==> src/hdl/tpp_pkg.sv <==
package tpp_pkg;

  // Torus geometry: sectors around the main ring, rings around the tube.
  localparam int SECTORS = 200;
  localparam int RINGS = 45;

  // Quarter-wave sine table: entries 0..QSINE_LAST hold round(32767*sin(pi/2*k/1024)).
  localparam int QSINE_LAST = 1024;
  localparam int QSINE_AW = 11;
  localparam int MAG_W = 15;
  localparam real HALF_PI = 1.5707963267948966;
  localparam real QSINE_STEP = HALF_PI / 1024.0;

  // Fixed-point torus radii in Q.15: r = 350 + 150*cos(beta), z = 1000 + 150*sin(beta).
  localparam int R_W = 24;
  localparam int Z_W = 26;
  localparam int TERM_W = 23;
  localparam logic [R_W-1:0] R_BASE = 24'd11468800;
  localparam logic [Z_W-1:0] Z_BASE = 26'd32768000;
  localparam logic [7:0] TUBE_RADIUS = 8'd150;

  // Projection datapath widths.
  localparam int PROD_W = R_W + MAG_W;
  localparam int FOCAL_W = 16;
  localparam int SCALED_W = PROD_W + FOCAL_W;
  localparam int DEN_SHIFT = 19;
  localparam int NUM_W = SCALED_W - DEN_SHIFT;
  localparam int QUO_W = 12;

  // Screen limits.
  localparam int DIM_W = 13;
  localparam int PIX_W = 12;
  localparam logic [DIM_W-1:0] SCREEN_MAX = 13'd4096;

  // Pipeline stage numbering.
  localparam int ST_ANGLE = 1;
  localparam int ST_ROM = 3;
  localparam int ST_SCALE = 4;
  localparam int DIV_FIRST = 7;
  localparam int DIV_LAST = DIV_FIRST + QUO_W - 1;
  localparam int NUM_STAGES = DIV_LAST + 1;

  typedef enum logic [2:0] {
    REG_SCREEN_WIDTH   = 3'd0,
    REG_SCREEN_HEIGHT  = 3'd1,
    REG_FOCAL_LENGTH   = 3'd2,
    REG_TUBE_SPIN_RATE = 3'd3,
    REG_RING_SPIN_RATE = 3'd4
  } cfg_reg_t;

  typedef logic [15:0] sector_tbl_t [0:255];
  typedef logic [15:0] ring_tbl_t [0:63];
  typedef logic [MAG_W-1:0] qsine_tbl_t [0:QSINE_LAST];
  typedef logic [NUM_W+1:0] div_wide_t;

  typedef struct packed {
    logic [QSINE_AW-1:0] idx;
    logic                neg;
  } sine_addr_t;

  typedef struct packed {
    sine_addr_t sa;
    sine_addr_t ca;
    sine_addr_t sb;
    sine_addr_t cb;
    logic [7:0] shade;
  } trig_req_t;

  typedef struct packed {
    logic [MAG_W-1:0] sa_mag;
    logic [MAG_W-1:0] ca_mag;
    logic [MAG_W-1:0] sb_mag;
    logic [MAG_W-1:0] cb_mag;
    logic             sa_neg;
    logic             ca_neg;
    logic             sb_neg;
    logic             cb_neg;
    logic [7:0]       shade;
  } trig_val_t;

  typedef struct packed {
    logic [NUM_W-1:0] num_x;
    logic [NUM_W-1:0] num_y;
    logic [Z_W-1:0]   z;
    logic             neg_x;
    logic             neg_y;
    logic [7:0]       shade;
  } div_in_t;

  typedef struct packed {
    logic [NUM_W-1:0] rem_x;
    logic [NUM_W-1:0] rem_y;
    logic [QUO_W-1:0] quo_x;
    logic [QUO_W-1:0] quo_y;
    logic [Z_W-1:0]   z;
    logic             neg_x;
    logic             neg_y;
    logic [7:0]       shade;
  } div_stage_t;

  typedef struct packed {
    logic [QUO_W-1:0] quo_x;
    logic [QUO_W-1:0] quo_y;
    logic             neg_x;
    logic             neg_y;
    logic [7:0]       shade;
  } div_out_t;

  function automatic sector_tbl_t build_sector_angle();
    sector_tbl_t tbl;
    for (int k = 0; k < 256; k++) begin
      tbl[k] = 16'((k * 65536) / SECTORS);
    end
    return tbl;
  endfunction

  function automatic ring_tbl_t build_ring_angle();
    ring_tbl_t tbl;
    for (int k = 0; k < 64; k++) begin
      tbl[k] = 16'((k * 65536) / RINGS);
    end
    return tbl;
  endfunction

  function automatic qsine_tbl_t build_quarter_sine();
    qsine_tbl_t tbl;
    real ang;
    for (int k = 0; k <= QSINE_LAST; k++) begin
      ang = real'(k) * QSINE_STEP;
      tbl[k] = MAG_W'($rtoi($floor(32767.0 * $sin(ang) + 0.5)));
    end
    return tbl;
  endfunction

  // Folds a 12-bit angle code onto the quarter-wave table.
  function automatic sine_addr_t sine_addr(input logic [11:0] k);
    sine_addr_t a;
    a.neg = k[11];
    a.idx = k[10] ? (11'd1024 - {1'b0, k[9:0]}) : {1'b0, k[9:0]};
    return a;
  endfunction

endpackage

==> src/hdl/tpp_divider.sv <==
module tpp_divider
  import tpp_pkg::*;
(
  input  logic             clk,
  input  logic [QUO_W-1:0] en,
  input  div_in_t          din,
  output div_out_t         dout
);

  div_stage_t first;
  div_stage_t cur [0:QUO_W-1];
  div_stage_t nxt [0:QUO_W-1];
  div_stage_t stage_q [0:QUO_W-1];

  always_comb begin
    first       = '0;
    first.rem_x = din.num_x;
    first.rem_y = din.num_y;
    first.z     = din.z;
    first.neg_x = din.neg_x;
    first.neg_y = din.neg_y;
    first.shade = din.shade;
  end

  // One restoring step per stage, most significant quotient bit first.
  for (genvar s = 0; s < QUO_W; s++) begin : g_step
    localparam int B = QUO_W - 1 - s;

    div_wide_t dvs;
    div_wide_t diff_x;
    div_wide_t diff_y;
    logic      ge_x;
    logic      ge_y;

    if (s == 0) begin : g_first
      assign cur[s] = first;
    end else begin : g_rest
      assign cur[s] = stage_q[s-1];
    end

    assign dvs    = div_wide_t'(cur[s].z) << B;
    assign ge_x   = div_wide_t'(cur[s].rem_x) >= dvs;
    assign ge_y   = div_wide_t'(cur[s].rem_y) >= dvs;
    assign diff_x = div_wide_t'(cur[s].rem_x) - dvs;
    assign diff_y = div_wide_t'(cur[s].rem_y) - dvs;

    always_comb begin
      nxt[s]          = cur[s];
      nxt[s].rem_x    = ge_x ? diff_x[NUM_W-1:0] : cur[s].rem_x;
      nxt[s].rem_y    = ge_y ? diff_y[NUM_W-1:0] : cur[s].rem_y;
      nxt[s].quo_x[B] = ge_x;
      nxt[s].quo_y[B] = ge_y;
    end

    always_ff @(posedge clk) begin
      if (en[s]) begin
        stage_q[s] <= nxt[s];
      end
    end
  end

  assign dout.quo_x = stage_q[QUO_W-1].quo_x;
  assign dout.quo_y = stage_q[QUO_W-1].quo_y;
  assign dout.neg_x = stage_q[QUO_W-1].neg_x;
  assign dout.neg_y = stage_q[QUO_W-1].neg_y;
  assign dout.shade = stage_q[QUO_W-1].shade;

endmodule
==> config.mk <==
export PLATFORM = sky130hd
export DESIGN_NAME = tpp_divider
export DESIGN_NICKNAME = d
export VERILOG_FILES = /design/src/hdl/tpp_pkg.sv /design/src/hdl/tpp_divider.sv
export SDC_FILE = /design/constraint.sdc
export NUM_CORES = 2
export LEC_CHECK = 0
export ABC_AREA = 1
export BUFFER_PORTS_ARGS = -buffer_cell sky130_fd_sc_hd__buf_2
export CORE_MARGIN = 2
export CORE_UTILIZATION = 43
export CTS_BUF_LIST = sky130_fd_sc_hd__clkbuf_4 sky130_fd_sc_hd__clkbuf_8
export CTS_CLUSTER_SIZE = 8
export DETAILED_ROUTE_END_ITERATION = 8
export MAX_ROUTING_LAYER = met4
export SKIP_CTS_REPAIR_TIMING = 1
export SLEW_MARGIN = 30
export SYNTH_ARGS = -nofsm -noshare
export SYNTH_HDL_FRONTEND = slang
export SYNTH_SLANG_ARGS = --single-unit
==> constraint.sdc <==
create_clock -name clk -period 4.6 [get_ports clk]
set_input_delay 1.15 -clock clk [delete_from_list [all_inputs] [get_ports clk]]
set_output_delay 1.15 -clock clk [all_outputs]
set_load 0.03 [all_outputs]
==> flow_summary.yaml <==
setup_path:
  startpoint_type: "flip-flop"
  r2r-end: "stage_q[1][487]"
  cpPeakStageDelay_ps: 500
  crit_chain: "ha_1 > fa_1 > inv_1 > nand3_1 > nand2_1 > nand2_1 > nand3_2 > nand2_1 > nand2_1 > nand3_1 > nand2_2 > inv_2 > a21oi_1"
  crit_path_end_kind: "flip-flop"
  required_ps: 5430
  cp.arrival_ps: 4390
  setup.worst_path.start: "stage_q[1][274]"
  critPathCapture: "stage_q[1][487]"
  r2r-start: "stage_q[1][274]"
  cp_slowest_cell: "nand2_2"
  reg2reg_depth: 13
  critPathMostFrequentCell: "nand2_1"
  crit_fanout: 30
  path_buf_inv: 2
  critPathKind: "reg2reg"
  path_depth: 13
  cp_top_family: "simple AND/OR/NAND/NOR gates"
  regToRegSetupSlack_ps: 1050
route:
  avgRoutedWirePerCell_um: 23.0
  drt_first_iter_violations: 8183
  vias: 84400
  drc: 0
  via_per_inst: 5.38
  routed_wl_mm: 362
  antenna_left: 0
  first_pass_iters: 8
clocking:
  h-tree-depth: 4
  clock_sinks: 1354
  path_clk_slew_ps: 70
  cts_tree: "yes"
  cts_buffers: 237
  cts_max_path_buffers: 3
  clock-root-buffer: "clkbuf_8"
  worstSkewPairLatency_ps: 1040
yosys:
  synth_compound_area_share_pct: 6.85
  synth_flop_cell: "edfxtp_1"
  async_flop_share_pct: 0
  syn_area_um2: 94500
  synthAdderAreaFrac_pct: 8.70
  synth_seq_area_share_pct: 43.0
  syn_inst: 12300
  yosys.area_share.simple_pct: 29.9
  synth_xor_area_share_pct: 3.05
  ys_ff_latch: 1354
  synth_top_family_by_area: "simple AND/OR/NAND/NOR gates"
  synthMuxAreaShare_pct: 0
  synth_edf_count: 1354
  synth_fp_nets: 13100
  syn_area_per_cell_um2: 7.67
  synth.distinct_cells: 48
  ys_warn_count: 0
hold_path:
  whs_path_depth: 1
  hp-class: "in2reg"
  min_from: "din[20]"
cells_and_area:
  multi_input_area_um2: 45800
  layout.area.seq_um2: 40700
  regMostFlops: "stage_q"
  fin_nets: 13400
  final_layout_size_suffix_gt1_share_pct: 5.57
  top_regs: "stage_q (1354)"
  num-fill-cells: 21900
  largest_reg_flops: 1354
  syn_to_final_growth_pct: 9.53
global_routing:
  gr-usage-met2_pct: 54.1
  grt_pass1_vias: 81000
  grt_pass1_wl_mm: 525
  grt.overflow.total: 0
  grt_max_degree: 121
  globalRouteTotalUtil_pct: 32.7
  busiest_layer: "met2"
  met3_usage_pct: 4.09
  antenna_found_initial: 6
  grtUsageMet1_pct: 39.9
floorplanning:
  num_rows: 172
  core_um2: 219000
  die_x_um: 473
  fp.dieH_um: 473
  io_pins: 155
  die_area_um2: 223000
  start_util_pct: 43.1
timing:
  post-route-min-period_ps: 3550
  worst_pin_slew_ps: 1110
  fin_tns_setup_ps: 0
  finalSetupViolations: 0
  max_freq_mhz: 282
  hold_violations: 0
  setup_slack_ps: 1050
  slew_violations: 0
  finalClockSkew_ps: 63.8
  period_share_pct: 77.2
  rsz0062_at_grt: "no"
  relSlewSlack_pct: 25.6
power:
  power_density_nw_per_um2: 608
  leakage_nw: 49.5
  peakVddDrop_mv: 0.329
placed_design:
  dp_hpwl_mm: 301
  io_buffers: 154
  pre_cts_ws_ps: 700
  gp_congestion: 1.01
run:
  cap_violations: 0
run_status:
  status: "finished clean"
==> worst register-to-register path: cells and delay by family (launching register included) <==
kind                       cells  cell delay [ps]
adders and majority gates      2              670
DFF                            1              450
buffers and inverters          2              580
and+or+nand+nor                8             1300
AOI/OAI and AO/OA              1              390
==> kinds of logic after synthesis <==
group           Yosys count
xor+xnor                329
simple gates           6761
flops                  1354
buf+inv                1998
fa+ha+maj               644
compound gates         1232
==> per-stage QoR <==
step	hold WS (ps)	instance area (um^2)	util, %	power (mW)	cells
2_1_floorplan	400	94500	-	40.0	12300
3_3_place_gp	401	98400	44.9	50.3	15300
3_5_place_dp	405	98400	44.9	50.5	15300
4_1_cts	190	103000	47.2	62.7	15700
5_1_grt	250	103000	47.2	67.4	15700
6_report	310	103000	47.2	63.0	15700
==> synthesized netlist by cell type, types with 2 or more instances <==
master | count | area share, %
a21boi_0 | 8 | 0.064
a21o_1 | 9 | 0.072
a21oi_1 | 697 | 3.7
a21oi_2 | 10 | 0.093
a21oi_4 | 6 | 0.10
and2_1 | 22 | 0.15
and3_1 | 10 | 0.066
buf_12 | 3 | 0.064
buf_2 | 41 | 0.22
buf_4 | 28 | 0.22
buf_6 | 42 | 0.50
clkbuf_1 | 10 | 0.040
edfxtp_1 | 1354 | 43
fa_1 | 22 | 0.47
ha_1 | 622 | 8.2
inv_1 | 1860 | 7.4
inv_2 | 10 | 0.040
inv_4 | 3 | 0.020
nand2_1 | 4488 | 18
nand2_2 | 21 | 0.14
nand2_4 | 5 | 0.060
nand2b_1 | 2 | 0.013
nand3_1 | 654 | 3.5
nand3_2 | 22 | 0.23
nand3_4 | 7 | 0.13
nand3b_1 | 62 | 0.49
nand4_1 | 342 | 2.3
nor2_1 | 898 | 3.6
nor2_2 | 20 | 0.13
nor2_4 | 6 | 0.072
nor3_1 | 144 | 0.76
nor3_2 | 4 | 0.042
nor3b_1 | 6 | 0.048
nor4_1 | 37 | 0.25
nor4_4 | 4 | 0.090
o211ai_1 | 6 | 0.048
o21a_1 | 10 | 0.079
o21ai_0 | 429 | 2.3
o21ai_1 | 13 | 0.069
o21ai_2 | 4 | 0.037
o21bai_1 | 38 | 0.30
or2_2 | 6 | 0.040
xnor2_1 | 33 | 0.31
xor2_1 | 296 | 2.7
==> worst min-delay path by stage <==
stage / endpoint
3_5_place_dp: stage_q[1][190]
3_3_place_gp: stage_q[2][7]
5_1_grt: stage_q[0][7]
2_1_floorplan: stage_q[0][132]
4_1_cts: stage_q[0][64]
6_report: stage_q[0][20]
==> layer usage <==
metal  share of wire (%)  vias to the layer above
li1                    -                    41100
met1                  41                    39700
met2                  48                     3009
met3                 5.7                      649
met4                 5.2                        0
met5                   0                        -
==> where the power goes <==
group / internal (mW) / switching [mW]
sequential: 17.9 / 2.97
clock: 6.67 / 5.38
combinational: 9.46 / 20.6
total: 34.0 / 28.9
==> layout make-up <==
type | count | area share, %
multi-input combinational | 8966 | 44.2
sequential | 1354 | 39.3
inverter | 1873 | 6.80
clock buffer | 302 | 3.64
tap | 2871 | 3.47
timing repair buffer | 208 | 1.33
clock inverter | 117 | 1.21
antenna | 7 | 0.0169
==> cells in the final DEF (no fill, tap or decap), drive strengths merged, types with 208 or more instances in the layout <==
master	instances
o21ai	446
nand2	4514
nand3	683
nor2	924
ha	622
inv	1883
nand4	342
buf	208
xor2	296
clkbuf	302
edfxtp	1354
a21oi	713
Power figures use the tool's default switching activity.
