File: src/hdl/tpp_pkg.sv
package tpp_pkg;

  // Torus geometry: sectors around the main ring, rings around the tube.
  localparam int SECTORS = 200;
  localparam int RINGS = 45;

  // Quarter-wave sine table: entries 0..QSINE_LAST hold round(32767*sin(pi/2*k/1024)).
  localparam int QSINE_LAST = 1024;
  localparam int QSINE_AW = 11;
  localparam int MAG_W = 15;
  localparam real HALF_PI = 1.5707963267948966;
  localparam real QSINE_STEP = HALF_PI / 1024.0;

  // Fixed-point torus radii in Q.15: r = 350 + 150*cos(beta), z = 1000 + 150*sin(beta).
  localparam int R_W = 24;
  localparam int Z_W = 26;
  localparam int TERM_W = 23;
  localparam logic [R_W-1:0] R_BASE = 24'd11468800;
  localparam logic [Z_W-1:0] Z_BASE = 26'd32768000;
  localparam logic [7:0] TUBE_RADIUS = 8'd150;

  // Projection datapath widths.
  localparam int PROD_W = R_W + MAG_W;
  localparam int FOCAL_W = 16;
  localparam int SCALED_W = PROD_W + FOCAL_W;
  localparam int DEN_SHIFT = 19;
  localparam int NUM_W = SCALED_W - DEN_SHIFT;
  localparam int QUO_W = 12;

  // Screen limits.
  localparam int DIM_W = 13;
  localparam int PIX_W = 12;
  localparam logic [DIM_W-1:0] SCREEN_MAX = 13'd4096;

  // Pipeline stage numbering.
  localparam int ST_ANGLE = 1;
  localparam int ST_ROM = 3;
  localparam int ST_SCALE = 4;
  localparam int DIV_FIRST = 7;
  localparam int DIV_LAST = DIV_FIRST + QUO_W - 1;
  localparam int NUM_STAGES = DIV_LAST + 1;

  typedef enum logic [2:0] {
    REG_SCREEN_WIDTH   = 3'd0,
    REG_SCREEN_HEIGHT  = 3'd1,
    REG_FOCAL_LENGTH   = 3'd2,
    REG_TUBE_SPIN_RATE = 3'd3,
    REG_RING_SPIN_RATE = 3'd4
  } cfg_reg_t;

  typedef logic [15:0] sector_tbl_t [0:255];
  typedef logic [15:0] ring_tbl_t [0:63];
  typedef logic [MAG_W-1:0] qsine_tbl_t [0:QSINE_LAST];
  typedef logic [NUM_W+1:0] div_wide_t;

  typedef struct packed {
    logic [QSINE_AW-1:0] idx;
    logic                neg;
  } sine_addr_t;

  typedef struct packed {
    sine_addr_t sa;
    sine_addr_t ca;
    sine_addr_t sb;
    sine_addr_t cb;
    logic [7:0] shade;
  } trig_req_t;

  typedef struct packed {
    logic [MAG_W-1:0] sa_mag;
    logic [MAG_W-1:0] ca_mag;
    logic [MAG_W-1:0] sb_mag;
    logic [MAG_W-1:0] cb_mag;
    logic             sa_neg;
    logic             ca_neg;
    logic             sb_neg;
    logic             cb_neg;
    logic [7:0]       shade;
  } trig_val_t;

  typedef struct packed {
    logic [NUM_W-1:0] num_x;
    logic [NUM_W-1:0] num_y;
    logic [Z_W-1:0]   z;
    logic             neg_x;
    logic             neg_y;
    logic [7:0]       shade;
  } div_in_t;

  typedef struct packed {
    logic [NUM_W-1:0] rem_x;
    logic [NUM_W-1:0] rem_y;
    logic [QUO_W-1:0] quo_x;
    logic [QUO_W-1:0] quo_y;
    logic [Z_W-1:0]   z;
    logic             neg_x;
    logic             neg_y;
    logic [7:0]       shade;
  } div_stage_t;

  typedef struct packed {
    logic [QUO_W-1:0] quo_x;
    logic [QUO_W-1:0] quo_y;
    logic             neg_x;
    logic             neg_y;
    logic [7:0]       shade;
  } div_out_t;

  function automatic sector_tbl_t build_sector_angle();
    sector_tbl_t tbl;
    for (int k = 0; k < 256; k++) begin
      tbl[k] = 16'((k * 65536) / SECTORS);
    end
    return tbl;
  endfunction

  function automatic ring_tbl_t build_ring_angle();
    ring_tbl_t tbl;
    for (int k = 0; k < 64; k++) begin
      tbl[k] = 16'((k * 65536) / RINGS);
    end
    return tbl;
  endfunction

  function automatic qsine_tbl_t build_quarter_sine();
    qsine_tbl_t tbl;
    real ang;
    for (int k = 0; k <= QSINE_LAST; k++) begin
      ang = real'(k) * QSINE_STEP;
      tbl[k] = MAG_W'($rtoi($floor(32767.0 * $sin(ang) + 0.5)));
    end
    return tbl;
  endfunction

  // Folds a 12-bit angle code onto the quarter-wave table.
  function automatic sine_addr_t sine_addr(input logic [11:0] k);
    sine_addr_t a;
    a.neg = k[11];
    a.idx = k[10] ? (11'd1024 - {1'b0, k[9:0]}) : {1'b0, k[9:0]};
    return a;
  endfunction

endpackage

File: src/hdl/tpp_scale.sv
module tpp_scale
  import tpp_pkg::*;
(
  input  logic               clk,
  input  logic [2:0]         en,
  input  trig_val_t          val,
  input  logic [FOCAL_W-1:0] focal_length,
  output div_in_t            dout
);

  logic [TERM_W-1:0]   cb_term;
  logic [TERM_W-1:0]   sb_term;
  logic [R_W-1:0]      r4;
  logic [Z_W-1:0]      z4;
  logic [MAG_W-1:0]    sa_mag4;
  logic [MAG_W-1:0]    ca_mag4;
  logic                sa_neg4;
  logic                ca_neg4;
  logic [7:0]          shade4;
  logic [PROD_W-1:0]   xmag5;
  logic [PROD_W-1:0]   ymag5;
  logic [Z_W-1:0]      z5;
  logic                sa_neg5;
  logic                ca_neg5;
  logic [7:0]          shade5;
  logic [SCALED_W-1:0] scaled_x;
  logic [SCALED_W-1:0] scaled_y;

  assign cb_term = TERM_W'(val.cb_mag) * TERM_W'(TUBE_RADIUS);
  assign sb_term = TERM_W'(val.sb_mag) * TERM_W'(TUBE_RADIUS);

  // Ring radius and depth; both stay positive for every angle.
  always_ff @(posedge clk) begin
    if (en[0]) begin
      r4      <= val.cb_neg ? R_BASE - R_W'(cb_term) : R_BASE + R_W'(cb_term);
      z4      <= val.sb_neg ? Z_BASE - Z_W'(sb_term) : Z_BASE + Z_W'(sb_term);
      sa_mag4 <= val.sa_mag;
      ca_mag4 <= val.ca_mag;
      sa_neg4 <= val.sa_neg;
      ca_neg4 <= val.ca_neg;
      shade4  <= val.shade;
    end
  end

  // Magnitudes of x and y; the sign comes from the alpha sine and cosine.
  always_ff @(posedge clk) begin
    if (en[1]) begin
      xmag5   <= PROD_W'(r4) * PROD_W'(ca_mag4);
      ymag5   <= PROD_W'(r4) * PROD_W'(sa_mag4);
      z5      <= z4;
      sa_neg5 <= sa_neg4;
      ca_neg5 <= ca_neg4;
      shade5  <= shade4;
    end
  end

  assign scaled_x = SCALED_W'(xmag5) * SCALED_W'(focal_length);
  assign scaled_y = SCALED_W'(ymag5) * SCALED_W'(focal_length);

  // The divisor is z shifted up, so its zero low bits are dropped from the dividend.
  always_ff @(posedge clk) begin
    if (en[2]) begin
      dout.num_x <= scaled_x[SCALED_W-1:DEN_SHIFT];
      dout.num_y <= scaled_y[SCALED_W-1:DEN_SHIFT];
      dout.z     <= z5;
      dout.neg_x <= ca_neg5;
      dout.neg_y <= sa_neg5;
      dout.shade <= shade5;
    end
  end

endmodule

File: config.mk
export PLATFORM = sky130hd
export DESIGN_NAME = tpp_scale
export DESIGN_NICKNAME = d
export VERILOG_FILES = /design/src/hdl/tpp_pkg.sv /design/src/hdl/tpp_scale.sv
export SDC_FILE = /design/constraint.sdc
export NUM_CORES = 2
export LEC_CHECK = 0
export ABC_AREA = 1
export BUFFER_PORTS_ARGS = -buffer_cell sky130_fd_sc_hd__buf_2
export CAP_MARGIN = 20
export CORE_ASPECT_RATIO = 0.5
export CORE_MARGIN = 2
export CORE_UTILIZATION = 35
export DETAILED_ROUTE_END_ITERATION = 8
export MAX_ROUTING_LAYER = met4
export SLEW_MARGIN = 20
export SYNTH_ARGS = -nofsm -noshare
export SYNTH_HDL_FRONTEND = slang
export SYNTH_SLANG_ARGS = --single-unit
File: constraint.sdc
create_clock -name clk -period 10.6 [get_ports clk]
set_clock_uncertainty 0.2 [all_clocks]
set_input_delay 1.59 -clock clk [delete_from_list [all_inputs] [get_ports clk]]
set_output_delay 1.59 -clock clk [all_outputs]
set_load 0.02 [all_outputs]
==> summary.txt <==
Status - finished, final reports clean
Synth area leader - fa_1
Port bufs - 198
DRC viols - 0
Critical path buffer and inverter count - 8
MaxCap Viol Count - 0
Layout cells sized above 1 - 3.56%
Minimum clock period after layout - 8.25 ns
GRT overflow - 0
Worst-margin pin slew - 1.14 ns
CP peak stage delay - 0.77 ns
Initial antenna violation count - 19
Core box area - 0.218 mm^2
M2 GR Usage - 31.5%
Synthesized net count - 11677
DIE AREA - 0.223 mm^2
Clk slew on worst S/H paths - 0.06 ns
Crit path launch type - input pin
Critical R2R Capture - dout[53]
Yosys warns - 0
Final Cycle Share - 77.8%
Most Crowded Layer GR - met2
Critical path required time - 10.85 ns
Worst hold stages - 0
Wirelength per Cell - 16.6 um
Met3 usage - 2.46%
Number of iterations in the first detailed-routing pass - 6
Max Root-Sink Buffers - 3
Starting Density - 35.2%
HP Class - flip-flop to flip-flop
CTS sink cnt - 306
Resized Gates After CTS - 0
I/O pins - 200
Row count - 121
Syn Inst Count - 9425
Fin. Hold Viols - 0
Final wirelength - 203 mm
Cell area after synthesis - 0.0766 mm^2
Synth top area share - 41.5%
# setup viols final - 0
Post-DP HPWL - 163 mm
Synth Register Bits - 306
CTS Buf Count - 40
DRT antenna net count - 0
CP top delay family - adder cells
Critical Path Sink Type - flip-flop
GPL Wtd Cong - 0.933
Max_slew headroom - 24.3%
Nets - 11568
Post-synthesis sequential area ratio - 12.0%
Synth unique cells - 44
First-pass GRT wire length - 335 mm
Total setup buffers inserted after CTS - 0
RR Startpoint - ymag5[21]
Fmax - 121 MHz
Syn_area_per_cell - 8.12 um^2
Max-slew violations - 0
Top area cells in the synthesized netlist - fa_1 (41%), inv_1 (13%), nand2_1 (13%)
Critical path arrival - 8.50 ns
Synth async-reset ratio - 0%
Largest net degree at the start of global routing - 67
Via count - 58012
DIE WIDTH - 665 um
Post-CTS Hold Buffers - 0
Met1 Resource Use GR - 25.8%
Worst-path cell chain - buf_2 -> buf_4 -> nand2_1 -> fa_1 -> inv_1 -> fa_1 -> inv_1 -> fa_1 -> inv_1 -> fa_1 -> fa_1 -> inv_1 -> fa_1 -> inv_1 -> ha_1 -> nand2_1 -> nor2_1 -> inv_1 -> nor2_1 -> nand3_1 -> o21ai_0 -> nand2_1 -> nand2_1 -> xor2_1
Total track usage - 19.3%
RSZ-0062 raised after global routing - no
Worst skew pair latency - 0.66 ns
Type of the worst setup path - input pin to flip-flop
Worst reg-to-reg path cell count - 22
HP Start - z5[4]
WHS Endpoint - dout[14]
Vias per inst - 4.74
H-tree depth - 2
Root Driver - clkbuf_16
Worst Path Max Fanout - 43
DR iter-0 viols - 3745
Vias in the first global route - 61825
Chip Height - 335 um
Layout area overhead - 6.44%
Ys flop type - edfxtp_1
Slowest-stage cell, CP - buf_2
Setup TNS - 0 ns
Reg2reg setup slack - 3.51 ns
TritonCTS clock tree - built
Post-synth EDFFs - 306
==> synthesized netlist by cell type (3+ instances only) <==
cell type / instances
a211oi_1: 3
fa_1: 1586
o21bai_1: 16
buf_1: 38
o21ai_0: 137
and3_1: 3
clkinv_1: 3
edfxtp_1: 306
o31ai_1: 7
o2111ai_1: 5
or2_2: 3
a21o_1: 24
o21ai_2: 3
o221ai_1: 4
a21oi_1: 236
buf_2: 3
a31oi_1: 62
inv_1: 2721
nand3b_1: 15
o21a_1: 18
nor3_1: 27
a221oi_1: 3
nand3_1: 138
ha_1: 574
nand4_1: 29
nor2_1: 317
xnor2_1: 59
clkbuf_1: 367
o211ai_1: 5
xor2_1: 119
o21ai_1: 7
nand2_1: 2556
a21boi_0: 4
nor4_1: 14
==> placed cells by master, fill, tap and decap left out, drive strengths merged, types with 45 or more instances in the layout <==
cell | Yosys | routed
a21oi | 236 | 236
a31oi | 62 | 62
buf | 43 | 260
clkbuf | 368 | 45
edfxtp | 306 | 306
fa | 1586 | 1586
ha | 574 | 574
inv | 2721 | 2726
nand2 | 2558 | 2558
nand3 | 139 | 139
nor2 | 319 | 319
o21ai | 147 | 147
xnor2 | 59 | 59
xor2 | 119 | 119
==> state kept, by name, indices dropped and copies added (netlist names), 15 cells and up <==
name / count
ca_mag4: 15
dout: 107
r4: 23
sa_mag4: 15
xmag5: 38
ymag5: 38
z4: 25
z5: 25
==> layout make-up <==
| type | instances | area, um^2 |
|---|---|---|
| flip-flops and latches | 306 | 9190 |
| fillers | 22281 | 136000 |
| inverters | 2724 | 10200 |
| repair buffers | 260 | 1520 |
| clock buffers | 45 | 1020 |
| multi-input cells | 5984 | 55600 |
| diodes | 12 | 30.0 |
| clock inverters | 28 | 312 |
| well taps | 2890 | 3620 |
==> cell families (layout without fill, tap and decap cells) <==
group           count (synthesis)  in the layout  share of synthesized area, %
flops                         306            306                          12.0
xor+xnor                      178            178                          2.04
compound gates                535            535                          3.93
simple gates                 3110           3110                          15.8
fa+ha+maj                    2160           2160                          50.8
buf+inv                      3135           3057                          15.4
other cells                     1             13                       0.00490
==> worst register-to-register path, cell delays in order, from the launching register on <==
cell and delay [ns]:
edfxtp_1 0.97, nand2_1 0.20, fa_1 0.56, inv_1 0.05, fa_1 0.52, inv_1 0.05
fa_1 0.50, inv_1 0.06, fa_1 0.50, fa_1 0.49, inv_1 0.05, fa_1 0.47
inv_1 0.04, ha_1 0.38, nand2_1 0.13, nor2_1 0.26, inv_1 0.09, nor2_1 0.22
nand3_1 0.10, o21ai_0 0.56, nand2_1 0.11, nand2_1 0.10, xor2_1 0.26
==> layer usage <==
metal | vias up | part of all wire [%]
li1 | 26862 | -
met4 | 0 | 2.0
met5 | - | 0
met1 | 29295 | 45
met2 | 1629 | 47
met3 | 226 | 6.3
==> how the worst max path moves through the flow <==
stage | slack [ns] | endpoint | start | cells past startpoint
after detailed placement | 1.73 | dout[53] | focal_length[2] | 24
after CTS | 2.42 | dout[53] | focal_length[2] | 24
after global placement | 1.84 | dout[53] | focal_length[2] | 24
after global routing | 2.05 | dout[53] | focal_length[2] | 24
final | 2.35 | dout[53] | focal_length[2] | 24
after floorplan | 3.37 | dout[61] | focal_length[2] | 23
==> through the flow <==
step | setup slack [ns] | std cells | hold WS (ns) | util (%) | area, um^2
floorplan | 3.37 | 9425 | 0.200 | - | 76600
global placement | 1.84 | 12164 | 0.201 | 36.8 | 80100
detailed placement | 1.73 | 12164 | 0.205 | 36.8 | 80100
CTS | 2.42 | 12237 | 0.215 | 37.4 | 81500
global route | 2.05 | 12249 | 0.224 | 37.5 | 81500
finish | 2.35 | 12249 | 0.213 | 37.5 | 81500
Power is not shown: default switching activity piles up to over one toggle a cycle in this logic, so the estimate is an artifact.
