## config.mk

```make
export PLATFORM = sky130hd
export DESIGN_NAME = tpp_angle
export DESIGN_NICKNAME = d
export VERILOG_FILES = /design/src/hdl/tpp_pkg.sv /design/src/hdl/tpp_angle.sv
export SDC_FILE = /design/constraint.sdc
export NUM_CORES = 1
export LEC_CHECK = 0
export BUFFER_PORTS_ARGS = -buffer_cell sky130_fd_sc_hd__buf_2
export CAP_MARGIN = 20
export CORE_MARGIN = 2
export CORE_UTILIZATION = 59
export DETAILED_ROUTE_END_ITERATION = 10
export PLACE_DENSITY = 0.8
export SYNTH_ARGS = -nofsm -noshare
export SYNTH_HDL_FRONTEND = slang
export SYNTH_SLANG_ARGS = --single-unit
export TNS_END_PERCENT = 50
```

## constraint.sdc

```tcl
create_clock -name clk -period 6.46 [get_ports clk]
set_clock_uncertainty 0.15 [all_clocks]
set_input_delay 0.969 -clock clk [delete_from_list [all_inputs] [get_ports clk]]
set_output_delay 0.969 -clock clk [all_outputs]
set_load 0.05 [all_outputs]
```

## src/hdl/tpp_pkg.sv

```systemverilog
package tpp_pkg;

  // Torus geometry: sectors around the main ring, rings around the tube.
  localparam int SECTORS = 200;
  localparam int RINGS = 45;

  // Quarter-wave sine table: entries 0..QSINE_LAST hold round(32767*sin(pi/2*k/1024)).
  localparam int QSINE_LAST = 1024;
  localparam int QSINE_AW = 11;
  localparam int MAG_W = 15;
  localparam real HALF_PI = 1.5707963267948966;
  localparam real QSINE_STEP = HALF_PI / 1024.0;

  // Fixed-point torus radii in Q.15: r = 350 + 150*cos(beta), z = 1000 + 150*sin(beta).
  localparam int R_W = 24;
  localparam int Z_W = 26;
  localparam int TERM_W = 23;
  localparam logic [R_W-1:0] R_BASE = 24'd11468800;
  localparam logic [Z_W-1:0] Z_BASE = 26'd32768000;
  localparam logic [7:0] TUBE_RADIUS = 8'd150;

  // Projection datapath widths.
  localparam int PROD_W = R_W + MAG_W;
  localparam int FOCAL_W = 16;
  localparam int SCALED_W = PROD_W + FOCAL_W;
  localparam int DEN_SHIFT = 19;
  localparam int NUM_W = SCALED_W - DEN_SHIFT;
  localparam int QUO_W = 12;

  // Screen limits.
  localparam int DIM_W = 13;
  localparam int PIX_W = 12;
  localparam logic [DIM_W-1:0] SCREEN_MAX = 13'd4096;

  // Pipeline stage numbering.
  localparam int ST_ANGLE = 1;
  localparam int ST_ROM = 3;
  localparam int ST_SCALE = 4;
  localparam int DIV_FIRST = 7;
  localparam int DIV_LAST = DIV_FIRST + QUO_W - 1;
  localparam int NUM_STAGES = DIV_LAST + 1;

  typedef enum logic [2:0] {
    REG_SCREEN_WIDTH   = 3'd0,
    REG_SCREEN_HEIGHT  = 3'd1,
    REG_FOCAL_LENGTH   = 3'd2,
    REG_TUBE_SPIN_RATE = 3'd3,
    REG_RING_SPIN_RATE = 3'd4
  } cfg_reg_t;

  typedef logic [15:0] sector_tbl_t [0:255];
  typedef logic [15:0] ring_tbl_t [0:63];
  typedef logic [MAG_W-1:0] qsine_tbl_t [0:QSINE_LAST];
  typedef logic [NUM_W+1:0] div_wide_t;

  typedef struct packed {
    logic [QSINE_AW-1:0] idx;
    logic                neg;
  } sine_addr_t;

  typedef struct packed {
    sine_addr_t sa;
    sine_addr_t ca;
    sine_addr_t sb;
    sine_addr_t cb;
    logic [7:0] shade;
  } trig_req_t;

  typedef struct packed {
    logic [MAG_W-1:0] sa_mag;
    logic [MAG_W-1:0] ca_mag;
    logic [MAG_W-1:0] sb_mag;
    logic [MAG_W-1:0] cb_mag;
    logic             sa_neg;
    logic             ca_neg;
    logic             sb_neg;
    logic             cb_neg;
    logic [7:0]       shade;
  } trig_val_t;

  typedef struct packed {
    logic [NUM_W-1:0] num_x;
    logic [NUM_W-1:0] num_y;
    logic [Z_W-1:0]   z;
    logic             neg_x;
    logic             neg_y;
    logic [7:0]       shade;
  } div_in_t;

  typedef struct packed {
    logic [NUM_W-1:0] rem_x;
    logic [NUM_W-1:0] rem_y;
    logic [QUO_W-1:0] quo_x;
    logic [QUO_W-1:0] quo_y;
    logic [Z_W-1:0]   z;
    logic             neg_x;
    logic             neg_y;
    logic [7:0]       shade;
  } div_stage_t;

  typedef struct packed {
    logic [QUO_W-1:0] quo_x;
    logic [QUO_W-1:0] quo_y;
    logic             neg_x;
    logic             neg_y;
    logic [7:0]       shade;
  } div_out_t;

  function automatic sector_tbl_t build_sector_angle();
    sector_tbl_t tbl;
    for (int k = 0; k < 256; k++) begin
      tbl[k] = 16'((k * 65536) / SECTORS);
    end
    return tbl;
  endfunction

  function automatic ring_tbl_t build_ring_angle();
    ring_tbl_t tbl;
    for (int k = 0; k < 64; k++) begin
      tbl[k] = 16'((k * 65536) / RINGS);
    end
    return tbl;
  endfunction

  function automatic qsine_tbl_t build_quarter_sine();
    qsine_tbl_t tbl;
    real ang;
    for (int k = 0; k <= QSINE_LAST; k++) begin
      ang = real'(k) * QSINE_STEP;
      tbl[k] = MAG_W'($rtoi($floor(32767.0 * $sin(ang) + 0.5)));
    end
    return tbl;
  endfunction

  // Folds a 12-bit angle code onto the quarter-wave table.
  function automatic sine_addr_t sine_addr(input logic [11:0] k);
    sine_addr_t a;
    a.neg = k[11];
    a.idx = k[10] ? (11'd1024 - {1'b0, k[9:0]}) : {1'b0, k[9:0]};
    return a;
  endfunction

endpackage

```

## src/hdl/tpp_angle.sv

```systemverilog
module tpp_angle
  import tpp_pkg::*;
(
  input  logic        clk,
  input  logic [1:0]  en,
  input  logic [15:0] frame,
  input  logic [7:0]  sector,
  input  logic [5:0]  ring,
  input  logic [15:0] ring_spin_rate,
  input  logic [15:0] tube_spin_rate,
  output trig_req_t   req
);

  localparam sector_tbl_t SECTOR_ANGLE = build_sector_angle();
  localparam ring_tbl_t RING_ANGLE = build_ring_angle();

  logic [31:0] alpha_prod;
  logic [31:0] beta_prod;
  logic [15:0] rot_alpha;
  logic [15:0] rot_beta;
  logic [15:0] sector_ang;
  logic [15:0] ring_ang;
  logic [7:0]  shade;
  logic [15:0] alpha;
  logic [15:0] beta;

  assign alpha_prod = 32'(frame) * 32'(ring_spin_rate);
  assign beta_prod  = 32'(frame) * 32'(tube_spin_rate);

  // First stage: spin products and the fixed angle of each index.
  always_ff @(posedge clk) begin
    if (en[0]) begin
      rot_alpha  <= alpha_prod[23:8];
      rot_beta   <= beta_prod[23:8];
      sector_ang <= SECTOR_ANGLE[sector];
      ring_ang   <= RING_ANGLE[ring];
      shade      <= 8'(ring) + {sector[5:0], 2'b00};
    end
  end

  assign alpha = sector_ang + rot_alpha;
  assign beta  = ring_ang + rot_beta;

  // Second stage: table addresses for sine and cosine of both angles.
  always_ff @(posedge clk) begin
    if (en[1]) begin
      req.sa    <= sine_addr(alpha[15:4]);
      req.ca    <= sine_addr(alpha[15:4] + 12'd1024);
      req.sb    <= sine_addr(beta[15:4]);
      req.cb    <= sine_addr(beta[15:4] + 12'd1024);
      req.shade <= shade;
    end
  end

endmodule

```

==> run metrics, run 1 <==
Tightest Pin Transition 1.06 ns; Initial Utilization 0.601; synthesized area per cell 8.61 um^2; vias 20468; DR pass1 iterations 7; most frequent cells in the layout 432 x inv_1, 377 x nand2_1, 335 x fa_1; Final Wtd Congestion 0.944; total wire length 63.4 mm; crit path DAT 6.26 ns; # clock sinks 122; worst endpoint required time 6.48 ns; Reg2Reg Depth 15; yosys warns 0; CTS tree built; pwr dens 582 nW/um^2; sw frac 0.479; CP max stage cell fa_1; reg-to-reg setup timing slack 2.33 ns; DP Wirelength 49.8 mm; Global Route Usage Sum 0.312; first-pass GRT wire length 105 mm; Post-synth EDFFs 122; largest net degree at the start of global routing 108; later-pin clock latency in the skew report 0.41 ns; final setup fails 0; logic gate share of total power 0.807; vias per cell 5.94; initial antenna violation count 2; post-synthesis register bit count 122; sw power 7.38 mW; RSZ-0062 raised after global routing no; Async SR Flop Fraction 0; slowest stage delay, CP 0.49 ns; fmax 160 MHz; hold path depth 0; crit share post-route 0.967; worst path buffer plus inverter count 6; Root Driver clkbuf_16; max_cap viols 0; Hold Path Sink req[0]; Post-Syn Nets 3380; commonest non-fill, non-tap cell in the layout inv_1; Critical Path Start Type input pin; Synth Cell Area 24000 um^2; Sequential Power Share 0.127; layout cells sized above 1 0.121; slew margin rel. 0.292; I/O pin cnt 121; Pint 8.04 mW; Final min period 6.25 ns; crit-path leading delay family adder cells; fin. max-slew vios 0; Most Frequent Cell on Critical Path fa_1; Core Rows 73; Final nets 3502; dpl cells 3411; port bufs 120; crit-path max FO 19; CTS Buffer Depth 2; critical path type in2reg; Final Hold Fails 0; CP Capture Type flip-flop; critical path depth in cells 21; total CTS buffers 17; non-filler instance count after layout 3447; Final Power 15.4 mW; Syn-to-layout area delta 10.6%; H-Tree Depth 4; HP Class reg2reg; Die Span X 206 um; worst path cell trace buf_2, buf_4, nand2_1, fa_1, fa_1, inv_1, ha_1, inv_1, fa_1, inv_1, ha_1, fa_1, ha_1, a2111oi_0, o21ai_0, a31oi_1, nor2_1, a31oi_4, o2111ai_2, buf_4, xor2_1; leak pwr 12.4 nW; Mapped Cells 2785; Worst-path clk slew 0.06 ns; setup TNS 0 ns; Die Y-Extent 206 um; die area 42300 um^2; total congestion overflow 0; WL/cell 18.4 um; dominant synthesized flop cell edfxtp_1; Clk network pwr share 0.067; core area 39900 um^2; ANT nets after route 0; Initial DRC Count 1804; maximum VDD drop 584 uV; status finished clean; vias in the first global route 21259; Residual DRC 0; Worst R2R Start sector_ang[1]; distinct cell type count after synthesis 86; Reg-to-Reg End req[43]; sequential fraction of the synthesis area 0.153; CTS Hold Bufs 0; hold path startpoint shade[0]
==> sequential cells by signal (all words and copies together) (netlist names) <==
name	count
sector_ang	16
req	54
ring_ang	12
shade	8
rot_alpha	16
rot_beta	16
==> layout make-up <==
| type | instances | area, um^2 |
|---|---|---|
| Antenna cell | 2 | 5.00 |
| Clock buffer | 18 | 429 |
| Clock inverter | 14 | 221 |
| Fill cell | 3063 | 13400 |
| Inverter | 435 | 1630 |
| Multi-Input combinational cell | 2058 | 18100 |
| Sequential cell | 122 | 3660 |
| Tap cell | 525 | 657 |
| Timing Repair Buffer | 273 | 1840 |
==> worst max path at each step <==
stage | end | startpoint
after floorplan | rot_alpha[15] | frame[10]
after global placement | rot_beta[15] | frame[5]
after detailed placement | rot_beta[14] | frame[10]
after CTS | rot_alpha[15] | frame[5]
after global routing | rot_alpha[13] | frame[8]
final | rot_alpha[14] | frame[4]
==> stage by stage <==
step,setup slack [ns],instance area (um^2),hold WS [ns],utilization
6_report,0.211,26500,0.269,0.664
3_5_place_dp,-0.322,25800,0.258,0.646
5_1_grt,0.00759,26500,0.285,0.664
2_1_floorplan,0.00833,24000,0.250,-
3_3_place_gp,-0.221,25800,0.252,0.646
4_1_cts,0.0897,26400,0.271,0.662
==> logic make-up (layout without fill, tap and decap cells) <==
family,after synthesis,in the layout,synth area share
fa+ha+maj,530,530,0.381
xor+xnor,122,122,0.0449
other cells,0,2,0
buf+inv,605,740,0.0953
mux,29,29,0.0176
simple gates,903,903,0.180
compound gates,474,474,0.128
flops,122,122,0.153
==> power groups by stage <==
stage / sequential (mW) / combinational, mW / clock (mW)
2_1_floorplan: 2.44 / 7.77 / 0
3_3_place_gp: 1.96 / 11.7 / 0
3_5_place_dp: 1.97 / 12.2 / 0
4_1_cts: 1.96 / 12.3 / 1.04
5_1_grt: 1.97 / 13.9 / 1.08
6_report: 1.95 / 12.4 / 1.03
==> per-layer routing <==
| layer | share of wire | track usage | up-vias |
|---|---|---|---|
| met5 | 0 | 0 | - |
| met3 | 0.073 | 0.0399 | 207 |
| met1 | 0.38 | 0.382 | 10016 |
| li1 | - | - | 9270 |
| met2 | 0.51 | 0.556 | 975 |
| met4 | 0.043 | 0.128 | 0 |
==> synth_stat cells (5+ instances only) <==
cell type	number	area (um^2)
nand4_1	8	50.1
buf_1	14	52.6
xor2_1	37	324
mux2_2	5	56.3
edfxtp_1	122	3660
a31oi_1	14	87.6
a221oi_1	8	70.1
a2111oi_0	7	61.3
inv_1	432	1620
o22ai_1	8	50.1
fa_1	335	6710
nor2_1	144	541
or3_1	12	75.1
clkbuf_1	151	567
mux4_2	10	225
a21oi_1	119	596
nand2b_1	20	125
nand3_1	35	175
or2_2	12	75.1
o311ai_0	12	105
o21a_1	16	120
o31ai_1	11	82.6
nor2b_1	19	119
nand2_1	377	1420
o21ai_0	138	691
mux2i_1	13	130
ha_1	195	2440
a21o_1	22	165
a221o_1	5	50.1
a211oi_1	25	188
and2_1	214	1340
nor4_1	8	50.1
o211ai_1	27	203
o221ai_1	12	105
xnor2_1	84	736
nor3_1	24	120
and3_1	6	37.5
==> timing repair <==
action	4_1_cts	5_1_grt
buffers inserted	0	1
gates resized for setup	0	14
endpoints found under the setup margin	0	9
No activity file was read; power rests on OpenSTA's default activity.
==> inputs of run 2 (changes only) <==
--- a/config.mk
+++ b/config.mk
@@ -9,6 +9,7 @@
 export CAP_MARGIN = 20
 export CORE_MARGIN = 2
 export CORE_UTILIZATION = 59
+export CTS_BUF_LIST = sky130_fd_sc_hd__clkbuf_4
 export DETAILED_ROUTE_END_ITERATION = 10
 export PLACE_DENSITY = 0.8
 export SYNTH_ARGS = -nofsm -noshare
==> run 2 against run 1 <==
Compared with the run above:
- highest routed layer unchanged
- critical endpoint is now rot_alpha[15]
- combinational power about the same
- non-clock buffer count decreased by 1
- power decreased by 3.7%
- utilization decreased by 0.84 points
==> run metrics, run 2 (synthesized netlist as in run 1, its figures left out) <==
Residual DRC 0; Pint 7.62 mW; total CTS buffers 17; CTS Hold Bufs 0; Clk network pwr share 0.044; Final Hold Fails 0; met1 Track Usage GR 0.381; final setup fails 0; core area 39900 um^2; CP max stage cell fa_1; H-Tree Depth 4; leak pwr 12.3 nW; CTS Buffer Depth 2; Tightest Pin Transition 1.06 ns; HP Class reg2reg; later-pin clock latency in the skew report 0.56 ns; Global Route Usage Sum 0.310; DR pass1 iterations 6; critical path type in2reg; Initial Utilization 0.601; logic gate share of total power 0.825; ANT nets after route 0; Final Wtd Congestion 0.944; Most Frequent Cell on Critical Path fa_1; Die Y-Extent 206 um; met2 usage 0.552; critical path depth in cells 20; met3 Resource Use GR 0.0390; crit path DAT 6.37 ns; Design Area, Final 26200 um^2; largest net degree at the start of global routing 108; vias 20322; CTS tree built; pwr dens 567 nW/um^2; worst endpoint required time 6.62 ns; Sequential Power Share 0.131; I/O pin cnt 121; WL/cell 18.2 um; crit-path max FO 12; # clock sinks 122; Final Power 14.8 mW; Reg2Reg Depth 15; sw frac 0.487; maximum VDD drop 528 uV; crit-path leading delay family adder cells; worst path buffer plus inverter count 5; layout cells sized above 1 0.120; Initial DRC Count 1893; die area 42300 um^2; hold path depth 0; max_cap viols 0; Worst-path clk slew 0.13 ns; most frequent cells in the layout 432 x inv_1, 377 x nand2_1, 335 x fa_1; vias per cell 5.90; Critical Path Start Type input pin; vias in the first global route 21177; CP Capture Type flip-flop; crit share post-route 0.960; port bufs 120; initial antenna violation count 3; slowest stage delay, CP 0.58 ns; reg-to-reg setup timing slack 2.33 ns; Top Usage Layer GRT met2; slew margin rel. 0.295; Final min period 6.20 ns; DP Wirelength 49.8 mm; status finished clean; worst path cell trace clkbuf_4, buf_4, nand2_1, fa_1, inv_1, fa_1, fa_1, fa_1, fa_1, inv_1, fa_1, inv_1, ha_1, a21oi_1, o21ai_0, a221o_1, a31oi_2, o2111ai_1, a21oi_1, xnor2_1; sw power 7.23 mW; Final nets 3501; commonest non-fill, non-tap cell in the layout inv_1; RSZ-0062 raised after global routing no; Core Rows 73; Die Span X 206 um; Largest register FFs 54; Root Driver clkbuf_4; Post-CTS Setup Repair Bufs 0; Reg with most FFs req; Syn-to-layout area delta 9.17%; fin. max-slew vios 0; first-pass GRT wire length 104 mm; total congestion overflow 0; Post-DP Area 25800 um^2; fmax 161 MHz; total wire length 62.6 mm
-- run 2: cell type report --
type	count	area, um^2
fill	3131	13700
multi-input combinational	2058	18000
clock inverter	14	221
antenna	3	7.51
inverter	435	1630
clock buffer	18	135
timing repair buffer	272	1820
tap	525	657
sequential	122	3660
-- run 2: final timing paths --
| kind | from | endpoint |
|---|---|---|
| setup reg to reg | sector_ang[1] | req[55] |
| hold / removal | shade[0] | req[0] |
| hold reg to reg | shade[0] | req[0] |
| setup / recovery | frame[8] | rot_alpha[15] |
-- run 2: power groups by stage --
stage | Clock [mW] | Combinational [mW] | Sequential [mW]
floorplan | 0 | 7.77 | 2.44
global placement | 0 | 11.7 | 1.96
detailed placement | 0 | 12.2 | 1.97
CTS | 0.665 | 12.3 | 1.95
global route | 0.702 | 13.7 | 1.97
finish | 0.656 | 12.2 | 1.95
-- run 2: stage by stage --
stage / utilization / setup slack, ns / TNS [ns] / hold WS, ns / cells
final: 0.656 / 0.256 / 0 / 0.281 / 3447
after global routing: 0.656 / 0.0186 / 0 / 0.297 / 3447
after CTS: 0.655 / 0.276 / 0 / 0.283 / 3443
after detailed placement: 0.646 / -0.322 / -2.92 / 0.258 / 3411
after global placement: 0.646 / -0.221 / -1.32 / 0.252 / 3411
after floorplan: - / 0.00833 / 0 / 0.250 / 2785
-- run 2: what timing repair did --
action / CTS / global route
resized for setup: 0 / 4
endpoints found under the setup margin: 0 / 6
endpoints found under the hold margin: 0 / 0
-- run 2: worst reg2reg max path, cell delays in order, from the launching register on --
cell	delay [ns]
edfxtp_1	0.43
ha_1	0.29
nand4_1	0.11
a21boi_0	0.26
nor2_1	0.13
nor2b_1	0.16
nor2_1	0.07
xnor2_1	0.13
inv_1	0.12
ha_1	0.24
or4b_1	0.46
a211o_1	0.27
nand2_1	0.09
o21ai_0	0.12
or4b_4	0.59
nor4_1	0.31
-- run 2: layer usage --
layer | wire (um) | vias up | part of all wire
li1 | - | 9264 | -
met1 | 23700 | 9917 | 0.38
met2 | 31800 | 957 | 0.51
met3 | 4570 | 184 | 0.073
met4 | 2540 | 0 | 0.041
met5 | 0 | - | 0
